==> src/hdl/rfpe_pkg.sv <==
// shared types and constants of the rotated framebuffer pixel engine
package rfpe_pkg;

   localparam int DEF_PANEL_WIDTH  = 176;
   localparam int DEF_PANEL_HEIGHT = 264;

   // job fields sized for the largest panel the engine supports (512 x 512)
   localparam int JOB_ADDR_W      = 15;
   localparam int JOB_CNT_W       = 7;
   localparam int JOB_QUEUE_DEPTH = 2;

   localparam int CSR_ADDR_W = 3;
   localparam logic [CSR_ADDR_W-3:0] REG_ROTATION = '0;

   localparam logic [7:0] FILL_BLACK = 8'h00;
   localparam logic [7:0] FILL_WHITE = 8'hFF;

   typedef enum logic [1:0] {
      CMD_DRAW = 2'd0,
      CMD_FILL = 2'd1,
      CMD_READ = 2'd2
   } cmd_type;

   typedef enum logic [1:0] {
      ROT_0   = 2'd0,
      ROT_90  = 2'd1,
      ROT_180 = 2'd2,
      ROT_270 = 2'd3
   } rotation_type;

   typedef enum logic [1:0] {
      OP_DRAW,
      OP_FILL,
      OP_READ
   } op_type;

   typedef struct packed {
      op_type                op;
      logic                  color;
      logic [2:0]            bit_sel;
      logic [JOB_ADDR_W-1:0] addr;
      logic [JOB_CNT_W-1:0]  count;
   } job_type;

endpackage

==> src/hdl/rfpe_queue.sv <==
// short job queue between the front end and the store sequencer
module rfpe_queue (
   input  logic              clock,
   input  logic              reset,
   input  logic              in_valid,
   output logic              in_ready,
   input  rfpe_pkg::job_type in_job,
   output logic              out_valid,
   input  logic              out_ready,
   output rfpe_pkg::job_type out_job
);

   localparam int DEPTH  = rfpe_pkg::JOB_QUEUE_DEPTH;
   localparam int PTR_W  = (DEPTH > 1) ? $clog2(DEPTH) : 1;
   localparam int FILL_W = $clog2(DEPTH + 1);

   rfpe_pkg::job_type  entry_ff [DEPTH];
   logic [PTR_W-1:0]   wr_ptr_ff;
   logic [PTR_W-1:0]   rd_ptr_ff;
   logic [FILL_W-1:0]  fill_ff;
   logic               push, pop;

   assign in_ready  = (fill_ff != FILL_W'(DEPTH));
   assign out_valid = (fill_ff != '0);
   assign out_job   = entry_ff[rd_ptr_ff];
   assign push      = in_valid && in_ready;
   assign pop       = out_valid && out_ready;

   always_ff @(posedge clock) begin
      if (push) begin
         entry_ff[wr_ptr_ff] <= in_job;
      end
   end

   always_ff @(posedge clock) begin
      if (reset) begin
         wr_ptr_ff <= '0;
         rd_ptr_ff <= '0;
         fill_ff   <= '0;
      end else begin
         if (push) begin
            wr_ptr_ff <= (wr_ptr_ff == PTR_W'(DEPTH - 1)) ? '0 : wr_ptr_ff + PTR_W'(1);
         end
         if (pop) begin
            rd_ptr_ff <= (rd_ptr_ff == PTR_W'(DEPTH - 1)) ? '0 : rd_ptr_ff + PTR_W'(1);
         end
         fill_ff <= fill_ff + FILL_W'(push) - FILL_W'(pop);
      end
   end

endmodule

==> config.mk <==
export PLATFORM = sky130hd
export DESIGN_NAME = rfpe_queue
export DESIGN_NICKNAME = d
export VERILOG_FILES = /design/src/hdl/rfpe_pkg.sv /design/src/hdl/rfpe_queue.sv
export SDC_FILE = /design/constraint.sdc
export NUM_CORES = 1
export LEC_CHECK = 0
export ABC_AREA = 1
export BUFFER_PORTS_ARGS = -buffer_cell sky130_fd_sc_hd__buf_2
export CAP_MARGIN = 20
export CORE_UTILIZATION = 47
export DETAILED_ROUTE_END_ITERATION = 16
export GPL_TIMING_DRIVEN = 0
export PLACE_DENSITY = 0.72
export REMOVE_ABC_BUFFERS = 1
export SETUP_SLACK_MARGIN = 0.3
export SLEW_MARGIN = 20
export SYNTH_ARGS = -nofsm -noshare
export SYNTH_HDL_FRONTEND = slang
export SYNTH_SLANG_ARGS = --single-unit
==> constraint.sdc <==
create_clock -name clock -period 2.15 [get_ports clock]
set_input_delay 0.1075 -clock clock [delete_from_list [all_inputs] [get_ports clock]]
set_output_delay 0.1075 -clock clock [all_outputs]
set_load 0.02 [all_outputs]
==> summary.md, run 1 <==
| Metric | Value |
|---|---|
| Slew @ Worst Pin | 0.4643 ns |
| Worst-Skew Late Latency | 0.32 ns |
| Post-route insts no fill | 295 |
| Total GRT Usage | 0.1654 |
| Fin crit period | 1.747 ns |
| Worst-path cell with the longest stage delay | dfxtp_2 |
| Mapped Area | 2366 µm² |
| Crit Path Class | flop to output port |
| Max H-tree Level | 3 |
| CORE AREA | 4786 µm² |
| Final core occ | 0.6787 |
| Max_cap viols | 0 |
| Worst vdd ir | 0.0007501 V |
| DR vias | 1363 |
| CP arrival | 1.64 ns |
| Synth warnings | 0 |
| Router iterations before antenna repair | 4 |
| Max stage delay on crit path | 0.57 ns |
| Cell Chain, Critical Path | buf_16 > mux2_2 > buf_2 |
| GR Overflow Total | 0 |
| Synthesis-to-layout area growth | 37.28% |
| Hpwl dp | 2699 µm |
| F_max | 0.5725 GHz |
| Distinct cell type count after synthesis | 16 |
| CTS root buffer | clkbuf_8 |
| RSZ-0062 raised after global routing | no |
| I/O pin total | 62 |
| Vias/cell | 4.620 |
| Reg clk slew, reported paths | 0.06 ns |
| Outcome | completed |
| First-pass GRT wire length | 6037 µm |
| Final TNS setup | 0 ns |
| Layout cells sized above 1 | 0.4912 |
| Final Hold Fails | 0 |
| Max_slew headroom | 0.6897 |
| NumNets Final | 257 |
| Final setup vio count | 0 |
| Gp weighted congestion | 0.6890 |
| ANT cells | 0 |
| Hold crit path type | primary input to flop |
| Die Y | 72.95 µm |
| Fin. max-slew vios | 0 |
| DRT antenna net count | 0 |
| Drt drc | 0 |
| Sequential-to-total area share from yosys stat | 0.7530 |
| Port bufs | 61 |
| Crit Path Max Fanout | 19 |
| Rows | 25 |
| Register area | 1783 µm² |
| CP Capture Type | output port |
| Initial antenna violation count | 0 |
| Worst path required time | 2.04 ns |
| Area of the multi-input gates | 518.0 µm² |
| Die W | 72.95 µm |
| Starting Density | 0.4944 |
| Clock Tree Buf Depth | 2 |
| Final worst-path cycle share | 0.8124 |
| Number of synthesized register bits | 61 |
| Wire length per cell | 13.84 µm |
| Fin Hold WS | 0.1498 ns |
| Die area | 5322 µm² |
| WL final | 4084 µm |
| Post-Synthesis Cells | 123 |
| Vias in the first global route | 1418 |
| Static Leak | 1.301 nW |
| PD cells | 1093 nW/µm² |
| # clock sinks | 61 |
| CTS tree | yes |
| Startpoint types | flop |
| Iter 0 DRT Violations | 43 |
| Post-Place Cells | 251 |
| Syn avg cell area | 19.24 µm² |
| Post_cts resized | 0 |
| Clk_skew | 0.006338 ns |
| Filler cells | 342 |
| Largest net degree at the start of global routing | 20 |
| CTS Buf Count | 9 |
[critical path, delay by kind of cell (launching register included)]
kind	cells	cell delay, ns
DFF	1	0.57
buffers and inverters	2	0.39
muxes	1	0.36
[area by class of cell]
cell class                 count  share of cell area
timing repair buffer          93              0.2088
tap                           67             0.02581
sequential                    61              0.5489
clock buffer                   9             0.03814
clock inverter                 6            0.009630
inverter                       8            0.009245
multi-input combinational     51              0.1595
[per-stage QoR]
step	instance area, µm²	total power, mW	setup slack, ns
floorplan	2315	2.357	-0.1128
global placement	2704	2.623	-0.5787
detailed placement	2803	2.753	0.6014
CTS	3248	3.597	0.3804
global route	3248	3.729	0.3335
finish	3248	3.550	0.4033
[cell usage in the layout (no fill, tap or decap), drive strengths merged]
cell | netlist | layout
ha | 1 | 1
nor3 | 1 | 1
xnor2 | 1 | 1
inv | 8 | 8
dlygate4sd3 | 0 | 29
nand3 | 1 | 1
nor2 | 9 | 9
a21oi | 2 | 2
edfxtp | 56 | 56
dfxtp | 5 | 5
buf | 3 | 64
clkinv | 0 | 5
clkbuf | 0 | 9
mux2 | 28 | 28
nand2 | 8 | 8
clkinvlp | 0 | 1
[registers in the layout, summed over array words and instances, names as in the netlist, named ones only]
| name | count |
|---|---|
| wr_ptr_ff | 1 |
| fill_ff | 2 |
| entry_ff | 56 |
| rd_ptr_ff | 1 |
[power by group]
| part | leakage (nW) | internal (mW) | switching (mW) |
|---|---|---|---|
| Combinational | 0.654 | 0.538 | 0.615 |
| Clock | 0.0821 | 0.398 | 0.393 |
| Sequential | 0.565 | 1.51 | 0.0954 |
[final timing paths]
| check | start | cells past startpoint | slack [ns] | to |
|---|---|---|---|---|
| setup / recovery | flop | 3 | 0.40 | out_job[27] |
| hold / removal | in_valid | 3 | 0.15 | wr_ptr_ff |
| setup reg to reg | fill_ff[1] | 9 | 0.54 | fill_ff[1] |
| hold reg to reg | rd_ptr_ff | 2 | 0.52 | flop |
[Yosys cell counts]
library cell / instances / area (µm²)
xnor2_1: 1 / 8.760
inv_1: 8 / 30.03
nor3_1: 1 / 5.000
a21oi_1: 2 / 10.01
nor2_2: 1 / 6.260
mux2_2: 8 / 90.09
nand2_2: 2 / 12.51
nand3_1: 1 / 5.000
edfxtp_1: 56 / 1682
mux2_4: 20 / 300.3
dfxtp_1: 5 / 100.1
nand2_1: 6 / 22.52
ha_1: 1 / 12.51
buf_12: 2 / 40.04
buf_6: 1 / 11.26
nor2_1: 8 / 30.03
[layer usage]
layer	global-route usage	up-vias	routed length, µm
met5	0	-	0
met1	0.1637	647	1561
li1	-	661	-
met2	0.2980	47	2278
met4	0.1198	0	76
met3	0.04282	8	167
[cell families (layout without fill, tap and decap cells)]
logic type | count (synthesis) | in the layout | synth area share
fa+ha+maj | 1 | 1 | 0.005287
flops | 61 | 61 | 0.7530
mux | 28 | 28 | 0.1650
xor+xnor | 1 | 1 | 0.003702
buf+inv | 11 | 116 | 0.03437
compound gates | 2 | 2 | 0.004231
simple gates | 19 | 19 | 0.03437
[timing repair]
item	CTS	global route
hold endpoints to repair	58	0
buffers inserted	0	0
hold buffers	29	0
(Power assumes the default switching activity.)
==> run 2: changes to the inputs <==
- clock period: 2.15 -> 1.5 ns (I/O delays scaled with it)
==> run 2 against run 1 <==
- the flow now finishes with violations (setup timing)
- first-iteration DRC count is 130% higher
- final cell count is 11% higher
- utilization is 18 points higher
- register-to-register slack worse by 0.55 ns
- critical path depth is 5 higher
- critical path type is now flop to flop
- critical endpoint is now entry_ff[1][13]
- highest routed layer unchanged
==> summary.md, run 2 (synthesized netlist as in run 1, its figures left out) <==
| Metric | Value |
|---|---|
| Max_cap viols | 0 (unchanged) |
| Setup WS post-layout | -0.007153 ns (-0.4104 ns) |
| Worst vdd ir | 0.001240 V (+65%) |
| Initial antenna violation count | 0 (unchanged) |
| Register area | 1793 µm² (+0.56%) |
| DRT antenna net count | 0 (unchanged) |
| Final worst-path cycle share | 1.005 |
| Crit Path Class | flop to flop |
| Rows | 25 (unchanged) |
| Total GRT Usage | 0.2156 (+0.05029) |
| Max stage delay on crit path | 0.38 ns (-0.19 ns) |
| Crit Path Max Fanout | 4 (-15) |
| F_max | 0.6635 GHz |
| Final setup vio count | 7 (+7) |
| Die Y | 72.95 µm (unchanged) |
| Synthesis-to-layout area growth | 72.98% |
| Post-route cell area | 4093 µm² (+26%) |
| Worst-path cell with the longest stage delay | dfxtp_4 |
| Drt drc | 0 (unchanged) |
| Commonest non-fill, non-tap cell in the layout | edfxtp_1 |
| Most frequent cells in the layout | edfxtp_1, buf_6, buf_2 |
| Reg clk slew, reported paths | 0.07 ns (about the same) |
| Final core occ | 0.8552 (+0.1765) |
| Layout cells sized above 1 | 0.6245 (+0.1333) |
| Max_slew headroom | 0.8272 (+0.1375) |
| RSZ-0062 raised after global routing | yes |
| Final Hold Fails | 0 (unchanged) |
| Hold crit path type | primary input to flop |
| Wire length per cell | 18.56 µm (+34%) |
| Fin crit period | 1.507 ns |
| Largest net degree at the start of global routing | 11 (-45%) |
| DR vias | 1600 (+17%) |
| CP arrival | 1.56 ns (-0.08 ns) |
| Clock Tree Buf Depth | 2 (unchanged) |
| Max FFs per register | 56 (unchanged) |
| Failing checks | setup timing |
| CORE AREA | 4786 µm² (unchanged) |
| CP Capture Type | flop |
| GR Overflow Total | 0 (unchanged) |
| WL final | 6087 µm (+49%) |
| Startpoint types | flop |
| Die W | 72.95 µm (unchanged) |
| # clock sinks | 61 (unchanged) |
| Kind of cell adding the most delay to the critical path | buffers and inverters |
| Slew @ Worst Pin | 0.2592 ns (-0.2051 ns) |
| Fin. max-slew vios | 0 (unchanged) |
| Worst path required time | 1.55 ns (-0.49 ns) |
| Router iterations before antenna repair | 4 (unchanged) |
| Final TNS setup | -0.02572 ns (-0.02572 ns) |
| Starting Density | 0.4944 (unchanged) |
| NumNets Final | 290 (+13%) |
| Clk_skew | 0.007757 ns (+0.001419 ns) |
| First-pass GRT wire length | 7803 µm (+29%) |
| CTS tree | yes |
| PD cells | 1648 nW/µm² (+51%) |
| CTS root buffer | clkbuf_8 |
| Largest Register | entry_ff |
| I/O pin total | 62 (unchanged) |
| Buf/Inv on CP | 5 (+3) |
| Hpwl dp | 2699 µm (unchanged) |
| Die area | 5322 µm² (unchanged) |
| Vias in the first global route | 1684 (+19%) |
| Port bufs | 61 (unchanged) |
| Post-DP Area | 2803 µm² (unchanged) |
| Tot Pwr | 6.743 mW (+90%) |
| CTS Buf Count | 9 (unchanged) |
| Iter 0 DRT Violations | 97 (+130%) |
| Worst-Skew Late Latency | 0.33 ns (about the same) |
| ANT cells | 0 (unchanged) |
| Top flop regs | entry_ff: 56 flops, fill_ff: 2 flops |
| Gp weighted congestion | 0.6890 (unchanged) |
| Cell Chain, Critical Path | inv_4 > nand2_4 > nand2_8 > buf_6 > nor2_4 > buf_12 > buf_12 > buf_6 |
| Fin Hold WS | 0.1799 ns (+0.03016 ns) |
| Filler cells | 226 (-34%) |
| Max H-tree Level | 3 (unchanged) |
| Area of the multi-input gates | 658.1 µm² (+27%) |
| Outcome | finished with violations |
| Static Leak | 1.660 nW (+28%) |
| Vias/cell | 4.878 (+5.6%) |
-- run 2: changes by cell type in the layout (fill, tap and decap cells not counted), moves of 4 or more --
cell,change
mux2_4,+8
buf_2,-27
inv_1,-4
buf_12,+8
mux2_2,-8
buf_16,+6
buf_4,+8
buf_6,+37
nand2_1,-4
-- run 2: repair_timing --
item,CTS,global route
hold buffers,29,0
pin swaps,5,13
resized for setup,33,77
cloned,6,1
setup endpoints to repair,87,88
buffers inserted,23,3
hold endpoints to repair,58,0
-- run 2: cell type report --
cell class | instances | share of cell area
Timing Repair Buffer | 126 | 0.3348
Inverter | 8 | 0.007949
Sequential cell | 61 | 0.4381
Clock buffer | 9 | 0.03027
Tap cell | 67 | 0.02048
Clock inverter | 6 | 0.007643
Multi-Input combinational cell | 51 | 0.1608
-- run 2: per-stage QoR --
stage | cells | setup WS [ns]
after floorplan | 120 | -0.7628
after global placement | 248 | -1.229
after detailed placement | 251 | -0.04858
after CTS | 324 | 0.01780
after global routing | 328 | -0.03044
final | 328 | -0.007153
-- run 2: per-layer routing --
metal / GRT usage / up-vias / wire length (µm) / share of wire
met5: 0 / - / 0 / 0
met4: 0.1481 / 0 / 235 / 0.039
met3: 0.04420 / 22 / 214 / 0.035
met2: 0.3842 / 71 / 3457 / 0.57
met1: 0.2289 / 773 / 2179 / 0.36
li1: - / 734 / - / -
-- run 2: power breakdown --
group	internal [mW]	switching, mW	leakage, nW
clock	0.571	0.616	0.0821
combinational	1.83	1.37	1.01
sequential	2.19	0.163	0.567
-- run 2: path summary, 6_finish.rpt --
check / from / to / slack [ns] / depth (start not counted)
setup / recovery: fill_ff[0] / entry_ff[1][13] / -0.007 / 8
hold / removal: in_valid / wr_ptr_ff / 0.18 / 3
setup reg to reg: fill_ff[0] / entry_ff[1][13] / -0.007 / 8
hold reg to reg: rd_ptr_ff / rd_ptr_ff / 0.52 / 2
-- run 2: worst min-delay path, cell delays in order --
cell	delay, ns
buf_2	0.15
a21oi_1	0.12
nor3_4	0.12
