**config.mk**
```make
export PLATFORM = sky130hd
export DESIGN_NAME = rfpe_front_flat
export DESIGN_NICKNAME = d
export VERILOG_FILES = /design/src/hdl/rfpe_pkg.sv /design/src/hdl/rfpe_if.sv /design/src/hdl/rfpe_front.sv /design/src/flat_wrapper.sv
export SDC_FILE = /design/constraint.sdc
export NUM_CORES = 1
export LEC_CHECK = 0
export BUFFER_PORTS_ARGS = -buffer_cell sky130_fd_sc_hd__buf_2
export CORE_ASPECT_RATIO = 0.75
export CORE_MARGIN = 1
export CORE_UTILIZATION = 30
export DETAILED_ROUTE_END_ITERATION = 16
export GPL_TIMING_DRIVEN = 0
export PLACE_DENSITY = 0.57
export SLEW_MARGIN = 20
export SYNTH_ARGS = -nofsm -noshare
export SYNTH_HDL_FRONTEND = slang
export SYNTH_SLANG_ARGS = --single-unit
```
**constraint.sdc**
```tcl
create_clock -name clock -period 9.15 [get_ports clock]
set_clock_uncertainty 0.05 [all_clocks]
set_input_delay 1.3725 -clock clock [delete_from_list [all_inputs] [get_ports clock]]
set_output_delay 1.3725 -clock clock [all_outputs]
set_load 0.05 [all_outputs]
```
**src/hdl/rfpe_pkg.sv**
```systemverilog
// shared types and constants of the rotated framebuffer pixel engine
package rfpe_pkg;

   localparam int DEF_PANEL_WIDTH  = 176;
   localparam int DEF_PANEL_HEIGHT = 264;

   // job fields sized for the largest panel the engine supports (512 x 512)
   localparam int JOB_ADDR_W      = 15;
   localparam int JOB_CNT_W       = 7;
   localparam int JOB_QUEUE_DEPTH = 2;

   localparam int CSR_ADDR_W = 3;
   localparam logic [CSR_ADDR_W-3:0] REG_ROTATION = '0;

   localparam logic [7:0] FILL_BLACK = 8'h00;
   localparam logic [7:0] FILL_WHITE = 8'hFF;

   typedef enum logic [1:0] {
      CMD_DRAW = 2'd0,
      CMD_FILL = 2'd1,
      CMD_READ = 2'd2
   } cmd_type;

   typedef enum logic [1:0] {
      ROT_0   = 2'd0,
      ROT_90  = 2'd1,
      ROT_180 = 2'd2,
      ROT_270 = 2'd3
   } rotation_type;

   typedef enum logic [1:0] {
      OP_DRAW,
      OP_FILL,
      OP_READ
   } op_type;

   typedef struct packed {
      op_type                op;
      logic                  color;
      logic [2:0]            bit_sel;
      logic [JOB_ADDR_W-1:0] addr;
      logic [JOB_CNT_W-1:0]  count;
   } job_type;

endpackage

```
**src/hdl/rfpe_if.sv**
```systemverilog
// request and response channel interfaces
interface rfpe_req_if;
   logic              valid;
   logic              ready;
   logic [1:0]        cmd;
   logic signed [9:0] x;
   logic signed [9:0] y;
   logic              color;
   logic [8:0]        window_width;
   logic [8:0]        window_height;
   logic [8:0]        row_offset;

   modport source (
      output valid, cmd, x, y, color, window_width, window_height, row_offset,
      input  ready
   );
   modport sink (
      input  valid, cmd, x, y, color, window_width, window_height, row_offset,
      output ready
   );
endinterface


```
**src/hdl/rfpe_front.sv**
```systemverilog
// front end: takes request items, clips and rotates them into store jobs
module rfpe_front #(
   parameter int PANEL_WIDTH  = rfpe_pkg::DEF_PANEL_WIDTH,
   parameter int PANEL_HEIGHT = rfpe_pkg::DEF_PANEL_HEIGHT
) (
   input  logic              clock,
   input  logic              reset,
   input  logic [1:0]        rotation,
   rfpe_req_if.sink          req,
   output logic              job_valid,
   input  logic              job_ready,
   output rfpe_pkg::job_type job
);

   localparam int ROW_BYTES   = (PANEL_WIDTH + 7) / 8;
   localparam int STORE_DEPTH = ROW_BYTES * PANEL_HEIGHT;
   localparam int COL_W       = $clog2(PANEL_WIDTH);
   localparam int ROW_W       = (PANEL_HEIGHT > 1) ? $clog2(PANEL_HEIGHT) : 1;
   localparam int ADDR_W      = (STORE_DEPTH > 1) ? $clog2(STORE_DEPTH) : 1;
   localparam logic [10:0] W11 = 11'(PANEL_WIDTH);
   localparam logic [10:0] H11 = 11'(PANEL_HEIGHT);

   typedef enum logic [1:0] {
      FR_IDLE,
      FR_MAP,
      FR_ADDR
   } state_type;

   state_type                         state_ff;
   rfpe_pkg::cmd_type                 cmd_ff;
   logic signed [9:0]                 x_ff;
   logic signed [9:0]                 y_ff;
   logic                              color_ff;
   logic [8:0]                        ww_ff;
   logic [8:0]                        wh_ff;
   logic [8:0]                        roff_ff;
   rfpe_pkg::op_type                  op_ff;
   logic [ROW_W-1:0]                  row_ff;
   logic [COL_W-1:0]                  pix_ff;
   logic [rfpe_pkg::JOB_CNT_W-1:0]    count_ff;

   logic [10:0] xz, yz, lw, lh, px, py;
   logic [10:0] room, wext, wclip, w2, hroom, wh_ext, h2, rrow;
   logic [7:0]  rcount;
   logic        draw_ok, read_ok;
   logic [ADDR_W-1:0] addr_full;

   // bounds, rotation and window clipping
   always_comb begin
      xz     = {1'b0, x_ff};
      yz     = {1'b0, y_ff};
      lw     = rotation[0] ? H11 : W11;
      lh     = rotation[0] ? W11 : H11;
      draw_ok = !x_ff[9] && !y_ff[9] && (xz < lw) && (yz < lh);
      case (rfpe_pkg::rotation_type'(rotation))
         rfpe_pkg::ROT_90: begin
            px = W11 - 11'd1 - yz;
            py = xz;
         end
         rfpe_pkg::ROT_180: begin
            px = W11 - 11'd1 - xz;
            py = H11 - 11'd1 - yz;
         end
         rfpe_pkg::ROT_270: begin
            px = yz;
            py = H11 - 11'd1 - xz;
         end
         default: begin
            px = xz;
            py = yz;
         end
      endcase
      room   = W11 - xz;
      wext   = {2'b00, ww_ff} + 11'd7;
      wclip  = (wext < room) ? wext : room;
      w2     = wclip + {8'b0, x_ff[2:0]};
      rcount = w2[10:3];
      hroom  = H11 - yz;
      wh_ext = {2'b00, wh_ff};
      h2     = (wh_ext < hroom) ? wh_ext : hroom;
      rrow   = yz + {2'b00, roff_ff};
      read_ok = !x_ff[9] && !y_ff[9] && (xz < W11) && (yz < H11)
                && ({2'b00, roff_ff} < h2) && (rcount != 8'd0);
   end

   always_ff @(posedge clock) begin
      if (reset) begin
         state_ff <= FR_IDLE;
      end else begin
         case (state_ff)
            FR_IDLE: begin
               if (req.valid) begin
                  cmd_ff   <= rfpe_pkg::cmd_type'(req.cmd);
                  x_ff     <= req.x;
                  y_ff     <= req.y;
                  color_ff <= req.color;
                  ww_ff    <= req.window_width;
                  wh_ff    <= req.window_height;
                  roff_ff  <= req.row_offset;
                  state_ff <= FR_MAP;
               end
            end
            FR_MAP: begin
               case (cmd_ff)
                  rfpe_pkg::CMD_DRAW: begin
                     op_ff    <= rfpe_pkg::OP_DRAW;
                     row_ff   <= py[ROW_W-1:0];
                     pix_ff   <= px[COL_W-1:0];
                     count_ff <= rfpe_pkg::JOB_CNT_W'(1);
                     state_ff <= draw_ok ? FR_ADDR : FR_IDLE;
                  end
                  rfpe_pkg::CMD_FILL: begin
                     op_ff    <= rfpe_pkg::OP_FILL;
                     row_ff   <= '0;
                     pix_ff   <= '0;
                     count_ff <= '0;
                     state_ff <= FR_ADDR;
                  end
                  rfpe_pkg::CMD_READ: begin
                     op_ff    <= rfpe_pkg::OP_READ;
                     row_ff   <= rrow[ROW_W-1:0];
                     pix_ff   <= xz[COL_W-1:0];
                     count_ff <= rcount[rfpe_pkg::JOB_CNT_W-1:0];
                     state_ff <= read_ok ? FR_ADDR : FR_IDLE;
                  end
                  default: begin
                     state_ff <= FR_IDLE;
                  end
               endcase
            end
            FR_ADDR: begin
               if (job_ready) begin
                  state_ff <= FR_IDLE;
               end
            end
            default: begin
               state_ff <= FR_IDLE;
            end
         endcase
      end
   end

   // byte address of the first store byte
   always_comb begin
      addr_full   = ADDR_W'(row_ff) * ADDR_W'(ROW_BYTES) + ADDR_W'(pix_ff >> 3);
      job.op      = op_ff;
      job.color   = color_ff;
      job.bit_sel = pix_ff[2:0];
      job.addr    = rfpe_pkg::JOB_ADDR_W'(addr_full);
      job.count   = count_ff;
   end

   assign req.ready = (state_ff == FR_IDLE);
   assign job_valid = (state_ff == FR_ADDR);

endmodule

```
**src/flat_wrapper.sv**
```systemverilog
// flat-port wrapper written by rule: the top's interface ports become plain ports
module rfpe_front_flat 
#(
   parameter int PANEL_WIDTH  = rfpe_pkg::DEF_PANEL_WIDTH,
   parameter int PANEL_HEIGHT = rfpe_pkg::DEF_PANEL_HEIGHT
)
  (clock, reset, rotation, job_valid, job_ready, job, req_valid, req_cmd, req_x, req_y, req_color, req_window_width, req_window_height, req_row_offset, req_ready);
  rfpe_req_if req_i ();
  input  logic clock;
  input  logic reset;
  input  logic [1:0] rotation;
  output logic job_valid;
  input  logic job_ready;
  output rfpe_pkg::job_type job;
  input wire logic [$bits(req_i.valid)-1:0] req_valid;
  input wire logic [$bits(req_i.cmd)-1:0] req_cmd;
  input wire logic [$bits(req_i.x)-1:0] req_x;
  input wire logic [$bits(req_i.y)-1:0] req_y;
  input wire logic [$bits(req_i.color)-1:0] req_color;
  input wire logic [$bits(req_i.window_width)-1:0] req_window_width;
  input wire logic [$bits(req_i.window_height)-1:0] req_window_height;
  input wire logic [$bits(req_i.row_offset)-1:0] req_row_offset;
  output wire logic [$bits(req_i.ready)-1:0] req_ready;
  assign req_i.valid = req_valid;
  assign req_i.cmd = req_cmd;
  assign req_i.x = req_x;
  assign req_i.y = req_y;
  assign req_i.color = req_color;
  assign req_i.window_width = req_window_width;
  assign req_i.window_height = req_window_height;
  assign req_i.row_offset = req_row_offset;
  assign req_ready = req_i.ready;
  rfpe_front #(.PANEL_WIDTH(PANEL_WIDTH), .PANEL_HEIGHT(PANEL_HEIGHT)) u_core (.clock(clock), .reset(reset), .rotation(rotation), .req(req_i), .job_valid(job_valid), .job_ready(job_ready), .job(job));
endmodule
```
==> results.md <==
* Peak Freq at 0.1706 GHz
* Commonest non-fill, non-tap cell in the layout: buf_2
* Design Power at between 1 and 1.5 mW
* Netlist cell types at 66
* Critical Path RT at 9.39 ns
* Post-Place Setup Slack at 3.404 ns
* Worst skew pair latency at 0.35 ns
* Antenna diodes at 0
* Largest net degree at the start of global routing at 15
* Initial core utilization at between 30% and 40%
* WL met3 at about 770 um
* Seq/Total Area, Yosys at 37.07%
* Post-Syn Area at 6265 um^2
* Root Driver: clkbuf_16
* Antenna viol nets, final at 0
* Warnings from Yosys at 0
* Layout cells sized above 1 at about a fifth
* Endpoints failing hold at 0
* Hold WC Path Type: reg2reg
* Chip width at 168.9 um
* DR WL met2 at 5656 um
* Vias in the first global route at 4612
* Max-slew violation count at 0
* #FFs+latches synth at 78
* Setup ws final at 3.287 ns
* Drt pass-1 iters at 4
* I/O Buffers at 82
* DR top layer: met4
* Commonest cells after routing, fill and taps aside: buf_2, ha_1, edfxtp_1
* Final routed DRC violation total at 0
* Leak pwr at 3.183 nW
* Avg WL per Cell at 14.51 um
* Routed vias/inst at 4.696
* Postcts setup bufs at 0
* Worst Tran Pin Value at ~0.74 ns
* Die H at 127.1 um
* First-pass GRT wire length at 24010 um
* Power per cell area at 142.9 nW/um^2
* Endpoint class of the critical path: flop
* Total CTS buffers at 9
* H-tree Lvls at 3
* Clock slew at reported path FFs at 0.06 ns
* Initial antenna violation count at 0
* Core area at 20330 um^2
* Die area at between 20000 and 25000 um^2
* Fin nets at 866
* Max FO, Critical Path at 10
* Crit share post-route at approximately 64%
* GPL Wtd Cong at 0.8578
* Post-DP HPWL at 12030 um
* Avg Cell Area, Syn at 10.10 um^2
* Num rows at 45
* Max VDD drop at between 0.0001 and 0.00015 V
* DR iter-0 viols at 254
* Layout Area Growth over Synthesis at 18.33%
* Tmin final at 5.863 ns
* Total negative slack at 0 ns
* Dominant synthesized flop cell: edfxtp_1
* CP arrival at 6.11 ns
* Final setup viols at 0
* Critical Path Start Type: flop
* Via count at approximately 4800
* Post-synth EDFFs at 76
* Final WL at 14690 um
* Max Root-Sink Buffers at 2
* Max Cap Viol at 0
* Post-CTS Hold Fix Bufs at 0
* Max_slew headroom at 50.65%
* Mapped Cells at 620
* CTS tree: yes
* Wl on met1 at 8086 um
* Resize count post-CTS at 0
* Outcome: finished, final reports clean
* # IOs at between 80 and 90
* # clock sinks at 78
* Post-synth ARST share at 0%
* RSZ-0062 raised after global routing: false
* Gr ovfl total at 0
* GRT Total Usage at 14.36%
* Setup CP Type: reg2reg
## synth_stat cells (5+ instances only)
cell type / instances / area [um^2]
a21o_1: 15 / 112.6
a21oi_1: 39 / 195.2
and3_1: 6 / 37.54
buf_4: 8 / 60.06
clkbuf_1: 19 / 71.32
edfxtp_1: 76 / 2282
fa_1: 8 / 160.2
ha_1: 77 / 963.4
inv_1: 54 / 202.7
mux2i_1: 19 / 190.2
nand2_1: 28 / 105.1
nand2b_1: 8 / 50.05
nand3_1: 12 / 60.06
nor2_1: 47 / 176.4
nor3_1: 14 / 70.07
nor3b_1: 5 / 37.54
nor4b_1: 5 / 43.79
o21a_1: 7 / 52.55
o21ai_0: 29 / 145.1
o22ai_1: 5 / 31.28
xnor2_1: 35 / 306.5
xor2_1: 25 / 219.0
## stage by stage
step,cell area (um^2),utilization (%),std cells,hold slack [ns]
finish,7413,36.47,1012,0.4786
global route,7413,36.47,1012,0.5133
CTS,7413,36.47,1012,0.4744
detailed placement,7114,35.00,996,0.4645
global placement,7032,34.60,985,0.4360
floorplan,6269,-,621,0.4068
## path summary, 6_finish.rpt
path	from	endpoint	slack, ns	cells past startpoint
worst max register to register	u_core.x_ff[2]	u_core.state_ff[1]	3.29	20
worst min-delay path	u_core.state_ff[0]	u_core.state_ff[0]	0.48	1
worst min register to register	u_core.state_ff[0]	u_core.state_ff[0]	0.48	1
worst max-delay path	u_core.x_ff[2]	u_core.state_ff[1]	3.29	20
## per-layer routing
layer / vias to the layer above / track usage, %
met1: 2177 / 21.84
met5: - / 0
li1: 2439 / -
met2: 123 / 20.25
met4: 0 / 4.118
met3: 13 / 2.850
## cell families (layout without fill, tap and decap cells)
| family | Yosys count | count (layout) | share of synthesized area (%) |
|---|---|---|---|
| xor+xnor | 61 | 61 | 8.748 |
| buf+inv | 87 | 196 | 5.971 |
| compound gates | 135 | 135 | 14.34 |
| simple gates | 152 | 152 | 12.48 |
| fa+ha+maj | 85 | 85 | 17.93 |
| other cells | 1 | 2 | 0.05986 |
| mux | 21 | 21 | 3.395 |
| flops | 78 | 78 | 37.07 |
## worst max-delay path: stages, from the launching register on
cell	delay, ns
edfxtp_1	0.41
clkbuf_1	0.24
nor4_1	0.48
o21ai_0	0.21
nor2_1	0.25
xnor2_1	0.22
inv_1	0.09
ha_1	0.30
nand3_1	0.10
o41a_1	0.46
a2111oi_4	0.63
buf_6	0.24
a21oi_1	0.08
ha_1	0.32
nand4b_1	0.15
a211oi_2	0.43
o2111ai_1	0.28
o31ai_1	0.32
mux2i_1	0.15
o21ai_1	0.21
a31o_1	0.19
## area by class of cell
type	count	area (um^2)
Fill cell	2071	12910
Multi-Input combinational cell	456	3585
Sequential cell	78	2322
Timing Repair Buffer	93	480.5
Tap cell	282	352.8
Clock buffer	9	225.2
Inverter	55	206.4
Buffer	32	167.7
Clock inverter	7	73.82
## registers in the layout, summed over array words and instances, names as in the netlist
| name | count |
|---|---|
| u_core.x_ff | 10 |
| u_core.y_ff | 10 |
| u_core.roff_ff | 9 |
| u_core.row_ff | 9 |
| u_core.wh_ff | 9 |
| u_core.ww_ff | 9 |
| u_core.pix_ff | 8 |
| u_core.count_ff | 7 |
| u_core.cmd_ff | 2 |
| u_core.op_ff | 2 |
| u_core.state_ff | 2 |
| u_core.color_ff | 1 |
## power by group
group | switching, mW | total, mW | internal [mW]
Combinational | 0.176 | 0.278 | 0.103
Sequential | 0.0133 | 0.423 | 0.410
Clock | 0.146 | 0.358 | 0.212
Total | 0.335 | 1.06 | 0.724
Power figures use the tool's default switching activity.
